<file path="src/rtl/core/bqtdf2_pkg.sv">
// Package for the multichannel TDF-II biquad: widths, register indexes,
// microcode control word and ROM, and saturating arithmetic helpers.
// No dependencies.
package bqtdf2_pkg;

   localparam int CHANNELS   = 2;
   localparam int CHAN_W     = 1;
   localparam int CHAN_IDX_W = (CHANNELS > 1) ? $clog2(CHANNELS) : 1;
   localparam int SAMPLE_W   = 24;
   localparam int COEF_W     = 32;
   localparam int COEF_FRAC  = 28;
   localparam int STATE_W    = 56;
   localparam int PROD_W     = SAMPLE_W + COEF_W;
   localparam int Q_W        = STATE_W + 1 - COEF_FRAC;

   localparam int NUM_REGS   = 5;
   localparam int REG_IDX_W  = $clog2(NUM_REGS);

   localparam int NUM_STEPS  = 8;
   localparam int STEP_W     = $clog2(NUM_STEPS);

   localparam logic signed [STATE_W:0] ROUND_HALF = (STATE_W + 1)'(1) << (COEF_FRAC - 1);
   localparam logic signed [Q_W-1:0] Q_MAX = Q_W'((64'sd1 <<< (SAMPLE_W - 1)) - 64'sd1);
   localparam logic signed [Q_W-1:0] Q_MIN = -Q_MAX - Q_W'(1);

   typedef enum logic [REG_IDX_W-1:0] {
      REG_B0,
      REG_B1,
      REG_B2,
      REG_A1,
      REG_A2
   } reg_idx_type;

   typedef enum logic [1:0] {
      SEQ_NEXT,
      SEQ_WAIT_IN,
      SEQ_WAIT_OUT
   } seq_op_type;

   typedef enum logic {
      MA_X,
      MA_Y
   } mul_a_type;

   typedef enum logic [1:0] {
      ACC_HOLD,
      ACC_ADD_D1,
      ACC_LOAD_PROD,
      ACC_SUB_PROD
   } acc_op_type;

   typedef enum logic [1:0] {
      AUX_HOLD,
      AUX_LOAD_PROD,
      AUX_SUB_PROD,
      AUX_ADD_D2
   } aux_op_type;

   typedef struct packed {
      seq_op_type  seq_op;
      logic [STEP_W-1:0] jump;
      mul_a_type   mul_a;
      reg_idx_type coef;
      acc_op_type  acc_op;
      aux_op_type  aux_op;
      logic        y_load;
   } ctrl_type;

   localparam logic [STEP_W-1:0] STEP_IDLE    = STEP_W'(0);
   localparam logic [STEP_W-1:0] STEP_MUL_B0  = STEP_W'(1);
   localparam logic [STEP_W-1:0] STEP_ACC_D1  = STEP_W'(2);
   localparam logic [STEP_W-1:0] STEP_ROUND   = STEP_W'(3);
   localparam logic [STEP_W-1:0] STEP_MUL_A1  = STEP_W'(4);
   localparam logic [STEP_W-1:0] STEP_MUL_A2  = STEP_W'(5);
   localparam logic [STEP_W-1:0] STEP_MERGE   = STEP_W'(6);
   localparam logic [STEP_W-1:0] STEP_DONE    = STEP_W'(7);

   function automatic ctrl_type ucode_rom(input logic [STEP_W-1:0] step);
      ctrl_type w;
      w = '{seq_op: SEQ_NEXT, jump: STEP_IDLE, mul_a: MA_X, coef: REG_B0,
            acc_op: ACC_HOLD, aux_op: AUX_HOLD, y_load: 1'b0};
      case (step)
         STEP_IDLE: begin
            w.seq_op = SEQ_WAIT_IN;
            w.jump   = STEP_MUL_B0;
         end
         STEP_MUL_B0: begin
            w.coef = REG_B0;
         end
         STEP_ACC_D1: begin
            w.coef   = REG_B1;
            w.acc_op = ACC_ADD_D1;
         end
         STEP_ROUND: begin
            w.coef   = REG_B2;
            w.y_load = 1'b1;
            w.aux_op = AUX_LOAD_PROD;
         end
         STEP_MUL_A1: begin
            w.mul_a  = MA_Y;
            w.coef   = REG_A1;
            w.acc_op = ACC_LOAD_PROD;
         end
         STEP_MUL_A2: begin
            w.mul_a  = MA_Y;
            w.coef   = REG_A2;
            w.aux_op = AUX_SUB_PROD;
         end
         STEP_MERGE: begin
            w.acc_op = ACC_SUB_PROD;
            w.aux_op = AUX_ADD_D2;
         end
         STEP_DONE: begin
            w.seq_op = SEQ_WAIT_OUT;
            w.jump   = STEP_IDLE;
         end
         default: begin
            w.seq_op = SEQ_WAIT_OUT;
            w.jump   = STEP_IDLE;
         end
      endcase
      return w;
   endfunction

   function automatic logic signed [STATE_W-1:0] sat_state(input logic signed [STATE_W:0] s);
      logic signed [STATE_W-1:0] r;
      if (s[STATE_W] != s[STATE_W-1]) begin
         r = s[STATE_W] ? {1'b1, {(STATE_W-1){1'b0}}} : {1'b0, {(STATE_W-1){1'b1}}};
      end else begin
         r = s[STATE_W-1:0];
      end
      return r;
   endfunction

   function automatic logic signed [STATE_W-1:0] add_sat(input logic signed [STATE_W-1:0] a,
                                                         input logic signed [STATE_W-1:0] b);
      logic signed [STATE_W:0] s;
      s = {a[STATE_W-1], a} + {b[STATE_W-1], b};
      return sat_state(s);
   endfunction

   function automatic logic signed [STATE_W-1:0] sub_sat(input logic signed [STATE_W-1:0] a,
                                                         input logic signed [STATE_W-1:0] b);
      logic signed [STATE_W:0] s;
      s = {a[STATE_W-1], a} - {b[STATE_W-1], b};
      return sat_state(s);
   endfunction

   function automatic logic signed [STATE_W-1:0] sat_prod(input logic signed [PROD_W-1:0] p);
      logic signed [STATE_W-1:0] r;
      if ((p[PROD_W-1:STATE_W-1] == '0) || (p[PROD_W-1:STATE_W-1] == '1)) begin
         r = p[STATE_W-1:0];
      end else begin
         r = p[PROD_W-1] ? {1'b1, {(STATE_W-1){1'b0}}} : {1'b0, {(STATE_W-1){1'b1}}};
      end
      return r;
   endfunction

   // round half up at the sample LSB, then clamp to the sample range
   function automatic logic signed [SAMPLE_W-1:0] round_sat(input logic signed [STATE_W-1:0] a);
      logic signed [STATE_W:0] r;
      logic signed [Q_W-1:0]   q;
      logic signed [SAMPLE_W-1:0] y;
      r = {a[STATE_W-1], a} + ROUND_HALF;
      q = r[STATE_W:COEF_FRAC];
      if (q > Q_MAX) begin
         y = SAMPLE_W'(Q_MAX);
      end else if (q < Q_MIN) begin
         y = SAMPLE_W'(Q_MIN);
      end else begin
         y = q[SAMPLE_W-1:0];
      end
      return y;
   endfunction

endpackage

</file>
<file path="src/rtl/core/biquad_tdf2_multichannel_top.sv">
// Multichannel TDF-II biquad: microcoded sequencer over one shared multiplier.
// Depends on bqtdf2_pkg.
// Items are taken one at a time: a new one is accepted only after the 8-step
// microprogram has run all five products through the single 24x32 multiplier.
// A result waiting on rsp_stall holds the last step until the output frees.
// Reset (synchronous): coefficients and all channel state words cleared.
module biquad_tdf2_multichannel_top (
   input  logic                                   clock,
   input  logic                                   reset,
   input  logic                                   req_valid,
   output logic                                   req_stall,
   input  logic signed [bqtdf2_pkg::SAMPLE_W-1:0] req_sample_in,
   input  logic        [bqtdf2_pkg::CHAN_W-1:0]   req_chan,
   output logic                                   rsp_valid,
   input  logic                                   rsp_stall,
   output logic signed [bqtdf2_pkg::SAMPLE_W-1:0] rsp_sample_out,
   output logic        [bqtdf2_pkg::CHAN_W-1:0]   rsp_out_chan,
   input  logic                                   csr_wen,
   input  logic        [bqtdf2_pkg::REG_IDX_W-1:0] csr_index,
   input  logic        [bqtdf2_pkg::COEF_W-1:0]   csr_wdata
);
   import bqtdf2_pkg::*;

   logic [STEP_W-1:0]          step_ff, step_in;
   ctrl_type                   uc;

   logic signed [COEF_W-1:0]   coef_ff [NUM_REGS];
   logic signed [STATE_W-1:0]  d1_ff [CHANNELS];
   logic signed [STATE_W-1:0]  d2_ff [CHANNELS];

   logic signed [SAMPLE_W-1:0] x_ff;
   logic [CHAN_W-1:0]          chan_ff;
   logic [CHAN_IDX_W-1:0]      cidx_ff, cidx_in;
   logic signed [STATE_W-1:0]  prod_ff, prod_in;
   logic signed [STATE_W-1:0]  acc_ff, acc_in;
   logic signed [STATE_W-1:0]  aux_ff, aux_in;
   logic signed [SAMPLE_W-1:0] y_ff, y_in;

   logic                       rsp_valid_ff, rsp_valid_in;
   logic signed [SAMPLE_W-1:0] rsp_sample_ff;
   logic [CHAN_W-1:0]          rsp_chan_ff;

   logic signed [SAMPLE_W-1:0] mul_a;
   logic signed [COEF_W-1:0]   mul_b;
   logic signed [PROD_W-1:0]   prod_full;
   logic signed [STATE_W-1:0]  d1_rd, d2_rd;
   logic                       req_accept, out_free, finish;

   assign uc = ucode_rom(step_ff);

   assign req_stall  = (uc.seq_op != SEQ_WAIT_IN);
   assign req_accept = req_valid && !req_stall;
   assign out_free   = !rsp_valid_ff || !rsp_stall;
   assign finish     = (uc.seq_op == SEQ_WAIT_OUT) && out_free;

   assign cidx_in = (int'(req_chan) >= CHANNELS) ? CHAN_IDX_W'(CHANNELS - 1)
                                                  : CHAN_IDX_W'(req_chan);

   assign mul_a     = (uc.mul_a == MA_Y) ? y_ff : x_ff;
   assign mul_b     = coef_ff[uc.coef];
   assign prod_full = PROD_W'(mul_a) * PROD_W'(mul_b);
   assign prod_in   = sat_prod(prod_full);

   assign d1_rd = d1_ff[cidx_ff];
   assign d2_rd = d2_ff[cidx_ff];

   always_comb begin
      step_in = step_ff;
      case (uc.seq_op)
         SEQ_WAIT_IN:  step_in = req_valid ? uc.jump : step_ff;
         SEQ_NEXT:     step_in = step_ff + STEP_W'(1);
         SEQ_WAIT_OUT: step_in = out_free ? uc.jump : step_ff;
         default:      step_in = STEP_IDLE;
      endcase
   end

   always_comb begin
      case (uc.acc_op)
         ACC_ADD_D1:    acc_in = add_sat(prod_ff, d1_rd);
         ACC_LOAD_PROD: acc_in = prod_ff;
         ACC_SUB_PROD:  acc_in = sub_sat(acc_ff, prod_ff);
         default:       acc_in = acc_ff;
      endcase
      case (uc.aux_op)
         AUX_LOAD_PROD: aux_in = prod_ff;
         AUX_SUB_PROD:  aux_in = sub_sat(aux_ff, prod_ff);
         AUX_ADD_D2:    aux_in = add_sat(aux_ff, d2_rd);
         default:       aux_in = aux_ff;
      endcase
      y_in = uc.y_load ? round_sat(acc_ff) : y_ff;
      rsp_valid_in = finish || (rsp_valid_ff && rsp_stall);
   end

   always_ff @(posedge clock) begin
      if (reset) begin
         step_ff      <= STEP_IDLE;
         rsp_valid_ff <= 1'b0;
      end else begin
         step_ff      <= step_in;
         rsp_valid_ff <= rsp_valid_in;
      end
   end

   always_ff @(posedge clock) begin
      if (reset) begin
         for (int i = 0; i < NUM_REGS; i++) begin
            coef_ff[i] <= '0;
         end
      end else if (csr_wen && (csr_index <= REG_A2)) begin
         coef_ff[csr_index] <= csr_wdata;
      end
   end

   always_ff @(posedge clock) begin
      if (reset) begin
         for (int i = 0; i < CHANNELS; i++) begin
            d1_ff[i] <= '0;
            d2_ff[i] <= '0;
         end
      end else if (finish) begin
         d1_ff[cidx_ff] <= aux_ff;
         d2_ff[cidx_ff] <= acc_ff;
      end
   end

   always_ff @(posedge clock) begin
      if (req_accept) begin
         x_ff    <= req_sample_in;
         chan_ff <= req_chan;
         cidx_ff <= cidx_in;
      end
      prod_ff <= prod_in;
      acc_ff  <= acc_in;
      aux_ff  <= aux_in;
      y_ff    <= y_in;
      if (finish) begin
         rsp_sample_ff <= y_ff;
         rsp_chan_ff   <= chan_ff;
      end
   end

   assign rsp_valid      = rsp_valid_ff;
   assign rsp_sample_out = rsp_sample_ff;
   assign rsp_out_chan   = rsp_chan_ff;

endmodule

</file>
<file path="config.mk">
export PLATFORM = sky130hd
export DESIGN_NAME = biquad_tdf2_multichannel_top
export DESIGN_NICKNAME = d
export VERILOG_FILES = /design/src/rtl/core/bqtdf2_pkg.sv /design/src/rtl/core/biquad_tdf2_multichannel_top.sv
export SDC_FILE = /design/constraint.sdc
export NUM_CORES = 2
export LEC_CHECK = 0
export BUFFER_PORTS_ARGS = -buffer_cell sky130_fd_sc_hd__buf_2
export CAP_MARGIN = 40
export CORE_MARGIN = 2
export CORE_UTILIZATION = 65
export DETAILED_ROUTE_END_ITERATION = 7
export PLACE_DENSITY_LB_ADDON = 0.05
export SLEW_MARGIN = 5
export SYNTH_ARGS = -nofsm -noshare
export SYNTH_HDL_FRONTEND = slang
export SYNTH_SLANG_ARGS = --single-unit
</file>
<file path="constraint.sdc">
create_clock -name clock -period 27 [get_ports clock]
set_input_delay 4.05 -clock clock [delete_from_list [all_inputs] [get_ports clock]]
set_output_delay 4.05 -clock clock [all_outputs]
set_load 0.1 [all_outputs]
</file>
Word level (Yosys, flattened, before mapping)
Memories as Yosys holds them, arrays and structs flattened. A register that Yosys moved wholly into a read port is not among the register bits.
Cells that the tools add are included.
{"block": "op_classes", "n_reduce_logical": 18, "n_lt_le_gt_ge": 3, "mux": 40, "addsub": 6, "multipliers": 1, "eq_ne": 21}
{"operator": "$mux W56", "n": 10}
{"operator": "$pmux W56 S3", "n": 2}
{"operator": "$add A56 B56 Y57", "n": 2}
{"operator": "$sub A56 B56 Y57", "n": 2}
{"operator": "$reduce_or A56 Y1", "n": 2}
{"operator": "$add A56 B29 Y57 const B", "n": 1}
{"operator": "$mul A24 B32 Y56", "n": 1}
{"operator": "$mux W24", "n": 2}
{"operator": "$mux W32", "n": 1}
{"operator": "$reduce_or A32 Y1", "n": 1}
{"operator": "$gt A29 B24 Y1 const B", "n": 1}
{"operator": "$lt A29 B24 Y1 const B", "n": 1}
{"operator": "$mux W1", "n": 17}
{"operator": "$eq A3 B3 Y1 const B", "n": 4}
{"operator": "$pmux W2 S3", "n": 2}
{"operator": "$pmux W3 S4", "n": 1}
{"operator": "$eq A2 B2 Y1 const B", "n": 5}
{"operator": "$pmux W5 S2", "n": 1}
{"operator": "$mux W3", "n": 3}
{"operator": "$pmux W3 S3", "n": 1}
{"operator": "$eq A2 B1 Y1 const B", "n": 3}
{"operator": "$eq A3 B2 Y1 const B", "n": 2}
{"operator": "$reduce_bool A3 Y1", "n": 2}
{"operator": "$logic_and A1 B1 Y1", "n": 4}
{"operator": "other kinds (11)", "n": 18}
{"block": "totals", "reg_bits": 246, "ram_bits": 384, "out_inout_bits": 27, "word_cells": 102, "inputBits": 65, "mem_count": 3}
{"memory": "coef_ff", "depth": 5, "word_bits": 32, "rd": 1, "rd_ports_with_merged_regs": 0, "write_ports": 5, "line_no": "biquad_tdf2_multichannel_top.sv:27", "source": "logic signed [COEF_W-1:0] coef_ff [NUM_REGS];"}
{"memory": "d1_ff", "depth": 2, "word_bits": 56, "rd": 1, "rd_ports_with_merged_regs": 1, "write_ports": 2, "line_no": "biquad_tdf2_multichannel_top.sv:28", "source": "logic signed [STATE_W-1:0] d1_ff [CHANNELS];"}
{"memory": "d2_ff", "depth": 2, "word_bits": 56, "rd": 1, "rd_ports_with_merged_regs": 1, "write_ports": 2, "line_no": "biquad_tdf2_multichannel_top.sv:29", "source": "logic signed [STATE_W-1:0] d2_ff [CHANNELS];"}

Logic depth before layout (Yosys ltp)
{"block": "logic_depth", "depth_word": 9, "depth_mapped": 39, "depth_no_buf": 36}

Least setup slack after synthesis
Ideal clock, no wire load.
{"block": "synth_timing", "path_kind": "flip-flop to flip-flop", "startpoint": "register step_ff[0]", "endpoint": "register prod_ff[54]", "synth_period_minus_slack_ns": 9.263, "setup_time_ns": 0.124, "required_time_ns": 26.876, "n_path_buf": 3, "setup_slack_ns": 17.737, "t_arrival_ns": 9.139, "stages_incl_launch_ff": 34, "cell_sequence": "dfxtp_1 > inv_1 > ha_1 > nor2b_1 > a21oi_1 > clkbuf_1 > mux4_2 > nor2_1 > a21o_1 > clkbuf_1 > nor2_1 > fa_1 > inv_1 > fa_1 > fa_1 > fa_1 > inv_1 > fa_1 > fa_1 > inv_1 > fa_1 > inv_1 > ha_1 > clkbuf_1 > nand4_1 > or3_1 > o31a_1 > o21a_1 > o31a_1 > a31oi_1 > o21ai_0 > o21bai_1 > a311oi_1 > xnor2_1"}
{"block": "synth_via", "elab_chain_len": 5, "elab_cells_between_ends": 10, "cone_classes": "1 x mul; 4 x eq/ne; 3 x mux; 1 x reduce/logical; 1 x memory"}
{"item": "from (decl)", "line_no": "biquad_tdf2_multichannel_top.sv:24", "source": "logic [STEP_W-1:0] step_ff, step_in;"}
{"item": "from (signal assigned)", "line_no": "biquad_tdf2_multichannel_top.sv:99", "source": "step_ff <= step_in;"}
{"item": "parallel branches: the longest is 4 deep, another holds $mem_v2 Z5 W32"}
{"item": "$mul A24 B32 Y56 (*)", "line_no": "biquad_tdf2_multichannel_top.sv:61", "source": "assign prod_full = PROD_W'(mul_a) * PROD_W'(mul_b);"}
{"item": "net prod_full[54]", "line_no": "biquad_tdf2_multichannel_top.sv:45", "source": "logic signed [PROD_W-1:0] prod_full;"}
{"item": "to (signal assigned)", "line_no": "biquad_tdf2_multichannel_top.sv:132", "source": "prod_ff <= prod_in;"}
{"item": "to (decl)", "line_no": "biquad_tdf2_multichannel_top.sv:34", "source": "logic signed [STATE_W-1:0] prod_ff, prod_in;"}
Mark *: on every way through the listed nets, which the timed path passes.
A chain may end at the register's enable or synchronous reset.

Worst setup path in the final report
Ends and elaborated chain as after synthesis.

==> metrics <==
Hold Path Class=flip-flop to flip-flop; sequential area share after synthesis=0.296; worst path required time=27560 ps; H-tree levels=3; share of layout cells above drive strength 1=0.0826; Die Ht=between 300 and 400 um; Die X=between 300 and 400 um; Post-synth EDFFs=637; asr flop ratio synth=0; largest net degree at the start of global routing=85; Max Root-Sink Buffers=3; CP most frequent cell=fa_1; final hold viol count=0; clk sink count=698; Crit. End Element=flip-flop; Syn Area/Cell=between 9 and 10 um^2; DR vias=52500; gpl congestion=1.04; Core Rows=around 120; Via density=a little over 6; CP Max Fanout=45; Setup Fix Bufs, Post-CTS=0; Hold Crit Depth=0; top-count cell post-synth=inv_1; Tmin final=11120 ps; number of gates given a new drive strength after cts=0; post-route ant nets=0; clock latency on the worst-skew pair=690 ps; initial drt markers=slightly below 6000; Final Cycle Share=0.412; Synth warnings=0; Initial Util=0.654; Mapped Cells=6982; Crit path largest cell delay=650 ps; unique cell type count in the Yosys netlist=roughly 100; I/O pin count=around 90; final setup TNS=0 ps; Netlist Area Pre-Place=just under 70000 um^2; unrepaired setup endpoints after global routing=false; vias in the first global route=around 53000; detailed placement HPWL=between 150000 and 200000 um; GRT Overall Usage=0.389; max_cap viols=0; Setup CP Type=flip-flop to flip-flop; hold_buf cts=0; ys flop type=edfxtp_1; Rel. slew slack=0.352; Root Buffer=clkbuf_16; top cells by area, synth=edfxtp_1 (28%), fa_1 (23%), ha_1 (6.9%); clk_skew=55.5 ps; global-route wire length before repair=around 320000 um; Initial DRT Pass Iterations=6; Final setup viols=0; Synth top area share=0.278; max-slew violation count=0; CTS Buf Count=78; nets=8233; initial antenna violation count=3; area added between synthesis and finish=7.39%; result of the run=completed; Worst Path Arrival=11680 ps; #FFs+latches synth=approximately 700; Core ar.=105000 um^2; max frequency=89.9 MHz; worst slew pin tran=972 ps; CTS clock-pin slew for the worst setup and hold paths=60 ps; post-synth top area cell=edfxtp_1; startpoint types=flip-flop; PortBufs=91; CTS tree=done; total length of routed wires=between 200000 and 250000 um; DR WL/cell=approximately 24 um; critical path's slowest cell=buf_4; Die ar.=108000 um^2; final antenna diode count=0; DRC=0; grt ovf=0; reg2reg path depth=33; Synth top cells by count=inv_1 (890), fa_1 (787), nand2_1 (691), edfxtp_1 (637), nor2_1 (616)
==> registers in the layout (all words and copies together), names as in the netlist, named ones only <==
signal / cells
d1_ff: 112
rsp_out_chan: 1
coef_ff: 227
rsp_valid: 1
y_ff: 24
prod_ff: 56
step_ff: 3
acc_ff: 56
x_ff: 24
aux_ff: 56
rsp_sample_out: 24
cidx_ff: 1
d2_ff: 112
==> logic make-up (layout without fill, tap and decap cells) <==
| kind of cell | Yosys count | count (layout) | synth area share |
|---|---|---|---|
| buffers and inverters | 1226 | 1238 | 0.0686 |
| XOR/XNOR | 291 | 291 | 0.0379 |
| other | 1 | 67 | 0.0000545 |
| adder cells (fa/ha/maj) | 1171 | 1171 | 0.299 |
| multiplexers | 191 | 191 | 0.0360 |
| AO/OA/AOI/OAI | 1257 | 1257 | 0.116 |
| AND/OR/NAND/NOR | 2147 | 2147 | 0.146 |
| flip-flops | 698 | 698 | 0.296 |
==> per-layer routing <==
layer	up-vias	global-route usage	routed length, um
met5	-	0	11
met4	2	0.158	10000
met3	522	0.0865	23200
met2	2849	0.603	92300
met1	25900	0.535	81300
li1	23300	-	-
==> cell usage in the layout, fill, tap and decap left out, types with 58 or more instances in the layout <==
cell | Yosys | final
xnor2_1 | 183 | 183
fa_1 | 787 | 787
and2_1 | 410 | 409
buf_4 | 7 | 95
inv_1 | 890 | 890
o21ai_0 | 314 | 313
mux2_2 | 129 | 129
dfxtp_1 | 61 | 60
conb_1 | 1 | 67
ha_1 | 382 | 381
a21oi_1 | 337 | 330
nand2_1 | 691 | 691
clkbuf_16 | 0 | 82
nand4_1 | 58 | 58
xor2_1 | 103 | 103
nor2_1 | 616 | 612
edfxtp_1 | 637 | 637
a21o_1 | 177 | 177
buf_2 | 13 | 93
nand3_1 | 127 | 127
==> layout make-up <==
type / instances / area (um^2)
inverter: 892 / 3350
tap: 1391 / 1740
sequential: 698 / 20400
clock inverter: 43 / 488
multi-input combinational: 5124 / 44200
timing repair buffer: 205 / 1550
fill: 8104 / 31300
clock buffer: 98 / 2150
==> metrics by stage <==
step	setup slack, ps	hold slack [ps]	utilization	instances	area (um^2)
after floorplan	17740	422	-	7048	69000
after global placement	15730	452	0.674	8287	70800
after detailed placement	16030	472	0.678	8310	71200
after CTS	16010	472	0.703	8451	73900
after global routing	15360	478	0.703	8451	73900
final	15880	473	0.703	8451	73900
==> final timing paths <==
path / startpoint / to / slack [ps]
worst max-delay path: step_ff[0]$_SDFFE_PP0P_ / prod_ff[54]$_DFF_P_ / 15880
worst min-delay path: y_ff[23]$_SDFFCE_PN0P_ / rsp_sample_out[23]$_DFFE_PP_ / 470
worst max register to register: step_ff[0]$_SDFFE_PP0P_ / prod_ff[54]$_DFF_P_ / 15880
worst min register to register: y_ff[23]$_SDFFCE_PN0P_ / rsp_sample_out[23]$_DFFE_PP_ / 470
==> worst max-delay path, delay by kind of cell (launching register included) <==
family / cells / cell delay (ps)
AOI/OAI and AO/OA: 9 / 3010
xor gates and xnor gates: 1 / 160
adders and majority gates: 9 / 4230
buffers and inverters: 7 / 1270
DFF: 1 / 410
muxes: 1 / 620
and+or+nand+nor: 6 / 1200
Power is not shown: default switching activity piles up to over one toggle a cycle in this logic, so the estimate is an artifact.
